--- src/gsa_pkg.sv ---
// gsa_pkg: types, codes and field widths shared by the slot allocator files.
// No dependencies.
`default_nettype none
package gsa_pkg;

   localparam int IDX_W   = 4;
   localparam int GEN_W   = 32;
   localparam int EPOCH_W = 64;
   localparam int SIZE_W  = 5;
   localparam int ACT_W   = 2;
   localparam int STAT_W  = 3;

   // slots per pool; bound to the 4-bit index and 5-bit size register widths
   localparam int SLOTS_PER_POOL = 16;

   typedef enum logic [ACT_W-1:0] {
      ACT_ALLOC      = 2'd0,
      ACT_RELEASE    = 2'd1,
      ACT_SET_RETIRE = 2'd2,
      ACT_COLLECT    = 2'd3
   } action_type;

   typedef enum logic [STAT_W-1:0] {
      ST_OK        = 3'd0,
      ST_EXHAUSTED = 3'd1,
      ST_RANGE     = 3'd2,
      ST_DEFAULT   = 3'd3,
      ST_STALE     = 3'd4
   } status_type;

   typedef enum logic [3:0] {
      FSM_IDLE,
      FSM_ALLOC_POP,
      FSM_ALLOC_GEN,
      FSM_ALLOC_OUT,
      FSM_REL_READ,
      FSM_REL_DONE,
      FSM_SET_RET,
      FSM_COL_START,
      FSM_COL_READ,
      FSM_COL_EVAL,
      FSM_COL_END
   } fsm_type;

   typedef enum logic [2:0] {
      EMIT_ALLOC_EMPTY,
      EMIT_ALLOC,
      EMIT_RELEASE,
      EMIT_ZERO,
      EMIT_COL_END
   } emit_type;

   // CSR register indexes
   localparam logic CSR_SAMPLED_SIZE = 1'b0;
   localparam logic CSR_STORAGE_SIZE = 1'b1;

   typedef struct packed {
      logic     latch;
      logic     alloc_pop;
      logic     alloc_gen_rd;
      logic     rel_gen_rd;
      logic     rel_finish;
      logic     set_ret;
      logic     col_init;
      logic     col_rd;
      logic     col_eval;
      logic     emit;
      emit_type kind;
   } cmd_type;

   typedef struct packed {
      logic alloc_empty;
      logic pend_empty;
      logic col_last;
      logic out_free;
   } stat_type;

endpackage
`default_nettype wire

--- src/gsa_ctrl.sv ---
// gsa_ctrl: sequencer for the slot allocator.
// Depends on gsa_pkg; drives the command struct of gsa_dp.
`default_nettype none
module gsa_ctrl import gsa_pkg::*; (
   input  wire logic             clock,
   input  wire logic             reset,
   input  wire logic             req_valid,
   input  wire logic [ACT_W-1:0] req_action,
   output logic                  req_ready,
   input  wire stat_type         stat,
   output cmd_type               cmd
);

   fsm_type state_ff, state_in;

   always_ff @(posedge clock) begin
      if (reset) begin
         state_ff <= FSM_IDLE;
      end else begin
         state_ff <= state_in;
      end
   end

   always_comb begin
      state_in = state_ff;
      unique case (state_ff)
         FSM_IDLE: begin
            if (req_valid) begin
               unique case (action_type'(req_action))
                  ACT_ALLOC:      state_in = FSM_ALLOC_POP;
                  ACT_RELEASE:    state_in = FSM_REL_READ;
                  ACT_SET_RETIRE: state_in = FSM_SET_RET;
                  ACT_COLLECT:    state_in = FSM_COL_START;
                  default:        state_in = FSM_IDLE;
               endcase
            end
         end
         FSM_ALLOC_POP: begin
            if (stat.alloc_empty) begin
               if (stat.out_free) state_in = FSM_IDLE;
            end else begin
               state_in = FSM_ALLOC_GEN;
            end
         end
         FSM_ALLOC_GEN: state_in = FSM_ALLOC_OUT;
         FSM_ALLOC_OUT: if (stat.out_free) state_in = FSM_IDLE;
         FSM_REL_READ:  state_in = FSM_REL_DONE;
         FSM_REL_DONE:  if (stat.out_free) state_in = FSM_IDLE;
         FSM_SET_RET:   if (stat.out_free) state_in = FSM_IDLE;
         FSM_COL_START: state_in = stat.pend_empty ? FSM_COL_END : FSM_COL_READ;
         FSM_COL_READ:  state_in = FSM_COL_EVAL;
         FSM_COL_EVAL: begin
            if (stat.out_free) state_in = stat.col_last ? FSM_COL_END : FSM_COL_READ;
         end
         FSM_COL_END:   if (stat.out_free) state_in = FSM_IDLE;
         default:       state_in = FSM_IDLE;
      endcase
   end

   always_comb begin
      cmd       = '0;
      cmd.kind  = EMIT_ZERO;
      req_ready = 1'b0;
      unique case (state_ff)
         FSM_IDLE: begin
            req_ready = 1'b1;
            cmd.latch = req_valid;
         end
         FSM_ALLOC_POP: begin
            if (stat.alloc_empty) begin
               cmd.emit = stat.out_free;
               cmd.kind = EMIT_ALLOC_EMPTY;
            end else begin
               cmd.alloc_pop = 1'b1;
            end
         end
         FSM_ALLOC_GEN: cmd.alloc_gen_rd = 1'b1;
         FSM_ALLOC_OUT: begin
            cmd.emit = stat.out_free;
            cmd.kind = EMIT_ALLOC;
         end
         FSM_REL_READ: cmd.rel_gen_rd = 1'b1;
         FSM_REL_DONE: begin
            cmd.rel_finish = stat.out_free;
            cmd.emit       = stat.out_free;
            cmd.kind       = EMIT_RELEASE;
         end
         FSM_SET_RET: begin
            cmd.set_ret = stat.out_free;
            cmd.emit    = stat.out_free;
            cmd.kind    = EMIT_ZERO;
         end
         FSM_COL_START: cmd.col_init = 1'b1;
         FSM_COL_READ:  cmd.col_rd   = 1'b1;
         FSM_COL_EVAL:  cmd.col_eval = stat.out_free;
         FSM_COL_END: begin
            cmd.emit = stat.out_free;
            cmd.kind = EMIT_COL_END;
         end
         default: ;
      endcase
   end

endmodule
`default_nettype wire

--- src/gsa_dp.sv ---
// gsa_dp: free stacks, generation table, pending queue and result register.
// Depends on gsa_pkg; sequenced by gsa_ctrl.
`default_nettype none
module gsa_dp import gsa_pkg::*; #(
   parameter int PENDING_DEPTH  = 32
) (
   input  wire logic               clock,
   input  wire logic               reset,
   input  wire cmd_type            cmd,
   output stat_type                stat,
   input  wire logic               req_pool,
   input  wire logic [IDX_W-1:0]   req_slot_index,
   input  wire logic [GEN_W-1:0]   req_handle_generation,
   input  wire logic [EPOCH_W-1:0] req_epoch_value,
   input  wire logic               cfg_we,
   input  wire logic               cfg_sel,
   input  wire logic [SIZE_W-1:0]  cfg_data,
   output logic [SIZE_W-1:0]       size_rd [2],
   output logic                    rsp_valid,
   input  wire logic               rsp_ready,
   output logic [STAT_W-1:0]       rsp_status,
   output logic                    rsp_result_pool,
   output logic [IDX_W-1:0]        rsp_result_index,
   output logic [GEN_W-1:0]        rsp_result_generation,
   output logic                    rsp_freed_valid,
   output logic                    rsp_last
);

   localparam int SLOT_W  = $clog2(SLOTS_PER_POOL);
   localparam int CNT_W   = $clog2(SLOTS_PER_POOL + 1);
   localparam int PEND_W  = $clog2(PENDING_DEPTH);
   localparam int PCNT_W  = $clog2(PENDING_DEPTH + 1);
   localparam int ENT_W   = SLOT_W + 1;
   localparam int TAB_D   = 2 * (1 << SLOT_W);

   // latched transaction
   logic               pool_ff;
   logic [IDX_W-1:0]   idx_ff;
   logic [GEN_W-1:0]   hgen_ff;
   logic [EPOCH_W-1:0] epoch_ff;

   logic [CNT_W-1:0] size_ff [2];
   logic [CNT_W-1:0] size_in [2];
   logic [CNT_W-1:0] cnt_ff  [2];
   logic [CNT_W-1:0] cnt_in  [2];
   logic [CNT_W-1:0] low_ff  [2];
   logic [CNT_W-1:0] low_in  [2];

   logic [SLOT_W-1:0] stk_mem [TAB_D];
   logic [SLOT_W-1:0] stk_q_ff;
   logic              below_ff;
   logic [SLOT_W-1:0] synth_ff;

   logic [GEN_W-1:0] gen_mem [TAB_D];
   logic [GEN_W-1:0] gen_q_ff;
   logic             gvq_ff;
   logic [TAB_D-1:0] gvld_ff, gvld_in;

   logic [EPOCH_W-1:0] pv_mem [PENDING_DEPTH];
   logic [ENT_W-1:0]   ps_mem [PENDING_DEPTH];
   logic [EPOCH_W-1:0] pv_q_ff;
   logic [ENT_W-1:0]   ps_q_ff;
   logic [PCNT_W-1:0]  pcnt_ff, pcnt_in;
   logic [PCNT_W-1:0]  k_ff, k_in;
   logic [PCNT_W-1:0]  keep_ff, keep_in;

   logic [EPOCH_W-1:0] cur_ret_ff;

   logic              hold_vld_ff, hold_vld_in;
   logic              hold_pool_ff;
   logic [SLOT_W-1:0] hold_slot_ff;

   logic              out_vld_ff;
   status_type        out_st_ff, out_st_in;
   logic              out_pool_ff, out_pool_in;
   logic [IDX_W-1:0]  out_idx_ff, out_idx_in;
   logic [GEN_W-1:0]  out_gen_ff, out_gen_in;
   logic              out_freed_ff, out_freed_in;
   logic              out_last_ff, out_last_in;

   logic [CNT_W-1:0]  pos_w;
   logic [SLOT_W-1:0] alloc_slot;
   logic [SLOT_W-1:0] idx_w;
   logic [GEN_W-1:0]  gen_eff;
   status_type        rel_st;
   logic              commit;
   logic              freed;
   logic              fp;
   logic [SLOT_W-1:0] fi;
   logic              push_ok;
   logic              load;
   logic [CNT_W-1:0]  cfg_size;
   logic [ENT_W-1:0]  gen_addr;

   assign pos_w      = cnt_ff[pool_ff] - CNT_W'(1);
   assign alloc_slot = below_ff ? synth_ff : stk_q_ff;
   assign idx_w      = SLOT_W'(idx_ff);
   assign gen_eff    = gvq_ff ? gen_q_ff : '0;
   assign freed      = pv_q_ff <= epoch_ff;
   assign fp         = ps_q_ff[ENT_W-1];
   assign fi         = ps_q_ff[SLOT_W-1:0];
   assign push_ok    = cnt_ff[fp] < CNT_W'(SLOTS_PER_POOL);
   assign gen_addr   = cmd.alloc_gen_rd ? {pool_ff, alloc_slot} : {pool_ff, idx_w};

   // clamp to 1 .. SLOTS_PER_POOL
   always_comb begin
      priority if (cfg_data == '0) begin
         cfg_size = CNT_W'(1);
      end else if (32'(cfg_data) > SLOTS_PER_POOL) begin
         cfg_size = CNT_W'(SLOTS_PER_POOL);
      end else begin
         cfg_size = CNT_W'(cfg_data);
      end
   end

   always_comb begin
      priority if (32'(idx_ff) >= 32'(size_ff[pool_ff]) ||
                   32'(idx_ff) >= SLOTS_PER_POOL) begin
         rel_st = ST_RANGE;
      end else if (idx_ff == '0) begin
         rel_st = ST_DEFAULT;
      end else if (hgen_ff != gen_eff) begin
         rel_st = ST_STALE;
      end else if (pcnt_ff >= PCNT_W'(PENDING_DEPTH)) begin
         rel_st = ST_EXHAUSTED;
      end else begin
         rel_st = ST_OK;
      end
   end
   assign commit = cmd.rel_finish && (rel_st == ST_OK);

   // pool counters; low mark is the lowest count since the last rebuild
   always_comb begin
      for (int p = 0; p < 2; p++) begin
         size_in[p] = size_ff[p];
         cnt_in[p]  = cnt_ff[p];
         low_in[p]  = low_ff[p];
      end
      if (cmd.alloc_pop) begin
         cnt_in[pool_ff] = pos_w;
         if (pos_w < low_ff[pool_ff]) low_in[pool_ff] = pos_w;
      end
      if (cmd.col_eval && freed && push_ok) begin
         cnt_in[fp] = cnt_ff[fp] + CNT_W'(1);
      end
      if (cfg_we) begin
         size_in[cfg_sel] = cfg_size;
         cnt_in[cfg_sel]  = cfg_size - CNT_W'(1);
         low_in[cfg_sel]  = cfg_size - CNT_W'(1);
      end
   end

   always_comb begin
      gvld_in = gvld_ff;
      if (commit) gvld_in[{pool_ff, idx_w}] = 1'b1;
      pcnt_in = pcnt_ff;
      if (commit) pcnt_in = pcnt_ff + PCNT_W'(1);
      if (cmd.emit && cmd.kind == EMIT_COL_END) pcnt_in = keep_ff;
      k_in    = k_ff;
      keep_in = keep_ff;
      hold_vld_in = hold_vld_ff;
      if (cmd.col_init) begin
         k_in        = '0;
         keep_in     = '0;
         hold_vld_in = 1'b0;
      end
      if (cmd.col_eval) begin
         k_in = k_ff + PCNT_W'(1);
         if (freed) hold_vld_in = 1'b1;
         else       keep_in = keep_ff + PCNT_W'(1);
      end
   end

   always_comb begin
      load         = cmd.emit | (cmd.col_eval & freed & hold_vld_ff);
      out_st_in    = ST_OK;
      out_pool_in  = 1'b0;
      out_idx_in   = '0;
      out_gen_in   = '0;
      out_freed_in = 1'b0;
      out_last_in  = 1'b1;
      if (cmd.col_eval) begin
         out_pool_in  = hold_pool_ff;
         out_idx_in   = IDX_W'(hold_slot_ff);
         out_freed_in = 1'b1;
         out_last_in  = 1'b0;
      end else begin
         unique case (cmd.kind)
            EMIT_ALLOC_EMPTY: begin
               out_st_in   = ST_EXHAUSTED;
               out_pool_in = pool_ff;
            end
            EMIT_ALLOC: begin
               out_pool_in = pool_ff;
               out_idx_in  = IDX_W'(alloc_slot);
               out_gen_in  = gen_eff;
            end
            EMIT_RELEASE: begin
               out_st_in   = rel_st;
               out_pool_in = pool_ff;
               out_idx_in  = idx_ff;
            end
            EMIT_COL_END: begin
               if (hold_vld_ff) begin
                  out_pool_in  = hold_pool_ff;
                  out_idx_in   = IDX_W'(hold_slot_ff);
                  out_freed_in = 1'b1;
               end
            end
            default: ;
         endcase
      end
   end

   always_ff @(posedge clock) begin
      if (reset) begin
         for (int p = 0; p < 2; p++) begin
            size_ff[p] <= CNT_W'(SLOTS_PER_POOL);
            cnt_ff[p]  <= CNT_W'(SLOTS_PER_POOL - 1);
            low_ff[p]  <= CNT_W'(SLOTS_PER_POOL - 1);
         end
         gvld_ff     <= '0;
         pcnt_ff     <= '0;
         k_ff        <= '0;
         keep_ff     <= '0;
         hold_vld_ff <= 1'b0;
         cur_ret_ff  <= '0;
         out_vld_ff  <= 1'b0;
      end else begin
         size_ff     <= size_in;
         cnt_ff      <= cnt_in;
         low_ff      <= low_in;
         gvld_ff     <= gvld_in;
         pcnt_ff     <= pcnt_in;
         k_ff        <= k_in;
         keep_ff     <= keep_in;
         hold_vld_ff <= hold_vld_in;
         if (cmd.set_ret) cur_ret_ff <= epoch_ff;
         if (load)           out_vld_ff <= 1'b1;
         else if (rsp_ready) out_vld_ff <= 1'b0;
      end
   end

   // payload registers and memories
   always_ff @(posedge clock) begin
      if (cmd.latch) begin
         pool_ff  <= req_pool;
         idx_ff   <= req_slot_index;
         hgen_ff  <= req_handle_generation;
         epoch_ff <= req_epoch_value;
      end
      if (cmd.alloc_pop) begin
         stk_q_ff <= stk_mem[{pool_ff, pos_w[SLOT_W-1:0]}];
         below_ff <= pos_w < low_ff[pool_ff];
         synth_ff <= SLOT_W'(size_ff[pool_ff] - CNT_W'(1) - pos_w);
      end
      if (cmd.col_eval && freed && push_ok) begin
         stk_mem[{fp, cnt_ff[fp][SLOT_W-1:0]}] <= fi;
      end
      if (cmd.alloc_gen_rd || cmd.rel_gen_rd) begin
         gen_q_ff <= gen_mem[gen_addr];
         gvq_ff   <= gvld_ff[gen_addr];
      end
      if (commit) begin
         gen_mem[{pool_ff, idx_w}] <= gen_eff + GEN_W'(1);
      end
      if (commit) begin
         pv_mem[pcnt_ff[PEND_W-1:0]] <= cur_ret_ff;
         ps_mem[pcnt_ff[PEND_W-1:0]] <= {pool_ff, idx_w};
      end else if (cmd.col_eval && !freed) begin
         pv_mem[keep_ff[PEND_W-1:0]] <= pv_q_ff;
         ps_mem[keep_ff[PEND_W-1:0]] <= ps_q_ff;
      end
      if (cmd.col_rd) begin
         pv_q_ff <= pv_mem[k_ff[PEND_W-1:0]];
         ps_q_ff <= ps_mem[k_ff[PEND_W-1:0]];
      end
      if (cmd.col_eval && freed) begin
         hold_pool_ff <= fp;
         hold_slot_ff <= fi;
      end
      if (load) begin
         out_st_ff    <= out_st_in;
         out_pool_ff  <= out_pool_in;
         out_idx_ff   <= out_idx_in;
         out_gen_ff   <= out_gen_in;
         out_freed_ff <= out_freed_in;
         out_last_ff  <= out_last_in;
      end
   end

   assign stat.alloc_empty = cnt_ff[pool_ff] == '0;
   assign stat.pend_empty  = pcnt_ff == '0;
   assign stat.col_last    = k_ff == (pcnt_ff - PCNT_W'(1));
   assign stat.out_free    = !out_vld_ff || rsp_ready;

   assign size_rd[0] = SIZE_W'(size_ff[0]);
   assign size_rd[1] = SIZE_W'(size_ff[1]);

   assign rsp_valid             = out_vld_ff;
   assign rsp_status            = out_st_ff;
   assign rsp_result_pool       = out_pool_ff;
   assign rsp_result_index      = out_idx_ff;
   assign rsp_result_generation = out_gen_ff;
   assign rsp_freed_valid       = out_freed_ff;
   assign rsp_last              = out_last_ff;

   a_low_le_cnt: assert property (@(posedge clock) disable iff (reset)
      low_ff[0] <= cnt_ff[0] && low_ff[1] <= cnt_ff[1])
      else $error("free stack low mark above count");
   a_cnt_bound: assert property (@(posedge clock) disable iff (reset)
      32'(cnt_ff[0]) <= SLOTS_PER_POOL && 32'(cnt_ff[1]) <= SLOTS_PER_POOL)
      else $error("free count overflow");
   a_pend_bound: assert property (@(posedge clock) disable iff (reset)
      32'(pcnt_ff) <= PENDING_DEPTH && keep_ff <= k_ff)
      else $error("pending queue bookkeeping broken");
   a_one_write: assert property (@(posedge clock) disable iff (reset)
      !(commit && cmd.col_eval))
      else $error("two pending queue writers at once");

endmodule
`default_nettype wire

--- src/generational_slot_allocator.sv ---
// generational_slot_allocator: top level, APB CSR decode and unit wiring.
// Depends on gsa_pkg, gsa_ctrl and gsa_dp.
//
//  channel  direction  handshake               payload
//  req      in         req_valid / req_ready   action, pool, slot_index, generation, epoch
//  rsp      out        rsp_valid / rsp_ready   status, pool, index, generation, freed, last
//  csr      in         psel/penable/pwrite     pool sizes at byte 0 and 4, pready tied high
//
// Steps per transaction, counted from acceptance until ready again:
//   allocate: stack read, generation read, result; only a result when the pool is exhausted,
//   release: generation read, then result; set retirement: result,
//   collect: start, then one registered queue read and one evaluate step per pending
//   entry (through the two queue memories, read at the same index), then an end step.
// Reset is synchronous; it rebuilds both free stacks and clears all
// generations (valid bits) and the pending queue count. No clearing pass.
// A full result register that is not taken stalls the emitting step and every
// collect evaluate step, kept entry or not.
`default_nettype none
module generational_slot_allocator import gsa_pkg::*; #(
   parameter int PENDING_DEPTH  = 32
) (
   input  wire logic               clock,
   input  wire logic               reset,
   input  wire logic               req_valid,
   output logic                    req_ready,
   input  wire logic [ACT_W-1:0]   req_action,
   input  wire logic               req_pool,
   input  wire logic [IDX_W-1:0]   req_slot_index,
   input  wire logic [GEN_W-1:0]   req_handle_generation,
   input  wire logic [EPOCH_W-1:0] req_epoch_value,
   output logic                    rsp_valid,
   input  wire logic               rsp_ready,
   output logic [STAT_W-1:0]       rsp_status,
   output logic                    rsp_result_pool,
   output logic [IDX_W-1:0]        rsp_result_index,
   output logic [GEN_W-1:0]        rsp_result_generation,
   output logic                    rsp_freed_valid,
   output logic                    rsp_last,
   input  wire logic               csr_psel,
   input  wire logic               csr_penable,
   input  wire logic               csr_pwrite,
   input  wire logic [2:0]         csr_paddr,
   input  wire logic [31:0]        csr_pwdata,
   output logic [31:0]             csr_prdata,
   output logic                    csr_pready
);

   cmd_type           cmd;
   stat_type          stat;
   logic              cfg_we;
   logic [SIZE_W-1:0] size_rd [2];

   // pready is tied high, so the access phase always completes a transaction
   assign csr_pready = 1'b1;
   assign cfg_we     = csr_psel & csr_penable & csr_pwrite & csr_pready;
   assign csr_prdata = (csr_paddr[2] == CSR_STORAGE_SIZE) ? 32'(size_rd[1])
                                                          : 32'(size_rd[0]);

   gsa_ctrl u_ctrl (
      .clock      (clock),
      .reset      (reset),
      .req_valid  (req_valid),
      .req_action (req_action),
      .req_ready  (req_ready),
      .stat       (stat),
      .cmd        (cmd)
   );

   gsa_dp #(
      .PENDING_DEPTH  (PENDING_DEPTH)
   ) u_dp (
      .clock                 (clock),
      .reset                 (reset),
      .cmd                   (cmd),
      .stat                  (stat),
      .req_pool              (req_pool),
      .req_slot_index        (req_slot_index),
      .req_handle_generation (req_handle_generation),
      .req_epoch_value       (req_epoch_value),
      .cfg_we                (cfg_we),
      .cfg_sel               (csr_paddr[2]),
      .cfg_data              (csr_pwdata[SIZE_W-1:0]),
      .size_rd               (size_rd),
      .rsp_valid             (rsp_valid),
      .rsp_ready             (rsp_ready),
      .rsp_status            (rsp_status),
      .rsp_result_pool       (rsp_result_pool),
      .rsp_result_index      (rsp_result_index),
      .rsp_result_generation (rsp_result_generation),
      .rsp_freed_valid       (rsp_freed_valid),
      .rsp_last              (rsp_last)
   );

endmodule
`default_nettype wire
--- config.mk ---
export PLATFORM = sky130hd
export DESIGN_NAME = generational_slot_allocator
export DESIGN_NICKNAME = d
export VERILOG_FILES = /design/src/gsa_pkg.sv /design/src/gsa_ctrl.sv /design/src/gsa_dp.sv /design/src/generational_slot_allocator.sv
export SDC_FILE = /design/constraint.sdc
export NUM_CORES = 2
export LEC_CHECK = 0
export ABC_CLOCK_PERIOD_IN_PS = 9700
export BUFFER_PORTS_ARGS = -buffer_cell sky130_fd_sc_hd__buf_2
export CAP_MARGIN = 15
export CORE_MARGIN = 1
export CORE_UTILIZATION = 48
export DETAILED_ROUTE_END_ITERATION = 8
export GPL_TIMING_DRIVEN = 0
export PLACE_DENSITY_LB_ADDON = 0.12
export SYNTH_ARGS = -nofsm -noshare
export SYNTH_HDL_FRONTEND = slang
export SYNTH_SLANG_ARGS = --single-unit
--- constraint.sdc ---
create_clock -name clock -period 9.7 [get_ports clock]
set_input_delay 0.97 -clock clock [delete_from_list [all_inputs] [get_ports clock]]
set_output_delay 0.97 -clock clock [all_outputs]
set_load 0.02 [all_outputs]
==> results.sh <==
export IMPL_status="finished clean"
export IMPL_gp_congestion=0.863
export IMPL_grt_pass1_vias=75500
export IMPL_rsz0062_at_grt="no"
export IMPL_area_delta_synth_final_pct=16.7
export IMPL_ys_warn_count=0
export IMPL_cts_tree="done"
export IMPL_post_cts_resized=0
export IMPL_avgSynthCellArea_um2=20.7
export IMPL_initial_core_util_pct=48.3
export IMPL_drt_wl_total_um=407000
export IMPL_clockBufferDepth=4
export IMPL_synth_edff_count=3619
export IMPL_ioPinCount=222
export IMPL_min_period_ps=7620
export IMPL_dieWidth_um=557
export IMPL_ys_types=80
export IMPL_grt_remaining_overflow=0
export IMPL_crit_required_ps=10380
export IMPL_cp_arrival_ps=8300
export IMPL_hold_viol_final=0
export IMPL_grt_use_met3_pct=4.51
export IMPL_htree_levels=5
export IMPL_ir_drop_v=0.000172
export IMPL_totalPowerFinal_w=0.0372
export IMPL_crit_fanout=16
export IMPL_crit_path_max_incr_delay_ps=1090
export IMPL_fin_crit_sh_pct=78.6
export IMPL_setup_viol=0
export IMPL_fin_skew_ps=66.3
export IMPL_cp_common_cell="nor4_2"
export IMPL_r2r_start="u_dp.epoch_ff[53]$_DFFE_PP_"
export IMPL_critPathLaunch="u_dp.epoch_ff[53]$_DFFE_PP_"
export IMPL_p_per_area_nw_per_um2=216
export IMPL_core_area_um2=306000
export IMPL_dr_total_vias=75400
export IMPL_avgRoutedWirePerCell_um=32.6
export IMPL_post_route_drc_count=0
export IMPL_fmaxAchievable_mhz=131
export IMPL_fillers=23100
export IMPL_synth_area_um2=148000
export IMPL_die_height_um=557
export IMPL_worst_setup_path_end_kind="register"
export IMPL_p_leak_nw=59.0
export IMPL_seq_area_frac_synth_pct=75.5
export IMPL_busiest_layer="met2"
export IMPL_synth_cells=7134
export IMPL_routed_via_density=6.04
export IMPL_cts_root_buf="clkbuf_16"
export IMPL_grt_pass1_wl_um=569000
export IMPL_hp_start="req_epoch_value[43]"
export IMPL_drt_first_pass_iters=6
export IMPL_numPortBuffers=163
export IMPL_postRouteAntennaNets=0
export IMPL_dp_hpwl_um=277000
export IMPL_grt_start_max_net_pins=45
export IMPL_ctsHoldBuffers=0
export IMPL_cts_sinks=3769
export IMPL_path_cells="inv_1 > ha_1 > nand4_1 > nor4_2 > nand2_1 > nor4_2 > nor4_2 > nor3_2 > buf_2 > mux2i_1 > nor2_4 > buf_12 > buf_12"
export IMPL_synth_main_ff_cell="edfxtp_1"
export IMPL_worst_slew_pin_slew_ps=1410
export IMPL_clk_pin_slew_ps=60
export IMPL_clock_latency_ps=970
export IMPL_maxSlewHeadroom_pct=5.69
export IMPL_std_cell_rows=203
export IMPL_numCtsBuffers=393
export IMPL_synth_seq_cells=3769
export IMPL_postCtsSetupRepairBufs=0
export IMPL_drv_cap=0
export IMPL_startpoint_type="register"
export IMPL_track_usage_pct=26.3
export IMPL_critical_path_class="register to register"
export IMPL_drtIter0Drc=8704
export IMPL_hold_class="input port to register"
export IMPL_synthArstFlopShare_pct=0
export IMPL_holdWs_ps=182
export IMPL_die_area_um2=310000
export IMPL_critPathSlowestCell="nor4_2"
export IMPL_drive_gt1_share_pct=27.7
export IMPL_grtUsageMet2_pct=44.3
export IMPL_antenna_found_initial=8
export IMPL_num_nets_final=8287
export IMPL_slew_violations=0
export IMPL_use_met1_pct=35.3
==> cells in the mapped netlist (5+ instances only) <==
cell,count,area (um^2)
nor3b_1,8,60.1
a21o_1,8,60.1
edfxtp_1,3619,109000
nor4_2,5,62.6
or3_1,12,75.1
and4_1,9,78.8
o211ai_1,6,45.0
xnor2_1,32,280
buf_2,67,335
a221o_1,6,60.1
a21oi_1,128,641
a221oi_1,5,43.8
nand3_1,49,245
o21ai_0,55,275
o21a_1,5,37.5
ha_1,89,1110
nor3_1,34,170
a22oi_1,16,120
o2bb2ai_1,24,210
nor2_1,172,646
a311oi_1,6,52.6
mux2i_1,161,1610
o22ai_1,14,87.6
nand2b_1,16,100
a31oi_1,19,119
xor2_1,32,280
nor4_1,17,106
nand4_1,28,175
and3_1,34,213
a2bb2oi_1,5,43.8
buf_4,44,330
and2_1,36,225
nand3b_1,26,195
mux4_2,1027,23100
mux2_2,13,146
buf_1,74,278
buf_6,17,191
nor2b_1,16,100
clkbuf_1,207,777
inv_1,128,480
a22o_1,7,61.3
nand2_1,646,2420
dfxtp_1,150,3000
==> power breakdown <==
group          internal (W)  leakage, nW  switching (W)
Combinational       0.00150         15.4        0.00231
Clock               0.00844         6.11        0.00634
Sequential           0.0184         37.5       0.000221
==> cells by family (layout without fill, tap and decap cells) <==
group           after synthesis  in the layout  share of synthesized area [%]
compound gates              333            333                           1.43
simple gates               1135           1135                           3.47
mux                        1202           1202                           16.8
fa+ha+maj                    90             90                          0.766
buf+inv                     539           1704                           1.62
xor+xnor                     64             64                          0.379
flops                      3769           3769                           75.5
other cells                   2             99                        0.00508
==> worst max-delay path, delay by kind of cell, from the launching register on <==
kind / cells / cell delay (ps)
buf+inv: 4 / 1360
flops: 1 / 640
fa+ha+maj: 1 / 320
simple gates: 7 / 4070
mux: 1 / 880
==> registers in the layout (all words and copies together), names as in the netlist, 4 cells and up <==
name	count
u_ctrl.state_ff	4
u_dp.cnt_ff	10
u_dp.cur_ret_ff	64
u_dp.epoch_ff	64
u_dp.gen_mem	1024
u_dp.gen_q_ff	32
u_dp.gvld_ff	32
u_dp.hgen_ff	32
u_dp.hold_slot_ff	4
u_dp.idx_ff	4
u_dp.k_ff	6
u_dp.keep_ff	6
u_dp.low_ff	10
u_dp.pcnt_ff	6
u_dp.ps_mem	160
u_dp.ps_q_ff	5
u_dp.pv_mem	2048
u_dp.pv_q_ff	64
u_dp.rsp_result_generation	32
u_dp.rsp_result_index	4
u_dp.size_rd	10
u_dp.stk_mem	128
u_dp.stk_q_ff	4
u_dp.synth_ff	4
==> per-stage QoR <==
| stage | area, um^2 | setup TNS (ps) | cells | setup slack, ps | util (%) |
|---|---|---|---|---|---|
| 2_1_floorplan | 148000 | 0 | 7224 | 2870 | - |
| 3_3_place_gp | 154000 | -9754540 | 11500 | -5750 | 50.4 |
| 3_5_place_dp | 160000 | 0 | 11700 | 2170 | 52.1 |
| 4_1_cts | 172000 | 0 | 12500 | 2180 | 56.2 |
| 5_1_grt | 173000 | 0 | 12500 | 2120 | 56.3 |
| 6_report | 173000 | 0 | 12500 | 2080 | 56.4 |
==> metal layers <==
| layer | up-vias | part of all wire, % |
|---|---|---|
| met5 | - | 0.0032 |
| met4 | 2 | 2.9 |
| met3 | 613 | 7.4 |
| met2 | 3156 | 50 |
| met1 | 40700 | 40 |
| li1 | 31000 | - |
==> cell usage in the layout (no fill, tap or decap), types with 92 or more instances in the layout <==
cell       count
edfxtp_1    3619
mux4_2      1027
nand2_1      646
clkbuf_16    398
clkbuf_1     262
buf_2        236
mux2i_1      161
dfxtp_1      150
buf_12       141
inv_1        128
a21oi_1      124
conb_1        92
==> layout make-up <==
class	instances	area (um^2)	area share (%)
sequential	3769	112000	64.7
multi-input combinational	2916	34800	20.2
clock buffer	492	10500	6.11
timing repair buffer	433	5890	3.41
tap	4100	5130	2.97
clock inverter	240	2090	1.21
buffer	409	1940	1.12
inverter	130	488	0.283
antenna	7	17.5	0.0101
==> worst paths after layout <==
path / end / slack (ps) / depth (start not counted)
worst min-delay path: u_dp.epoch_ff[43]$_DFFE_PP_ / 180 / 1
worst min register to register: u_dp.cur_ret_ff[23]$_SDFFE_PP0P_ / 460 / 2
worst max register to register: u_dp.pv_mem[14][29]$_DFFE_PP_ / 2080 / 13
worst max-delay path: u_dp.pv_mem[14][29]$_DFFE_PP_ / 2080 / 13
Note: power is estimated with default switching activity, not from simulation.
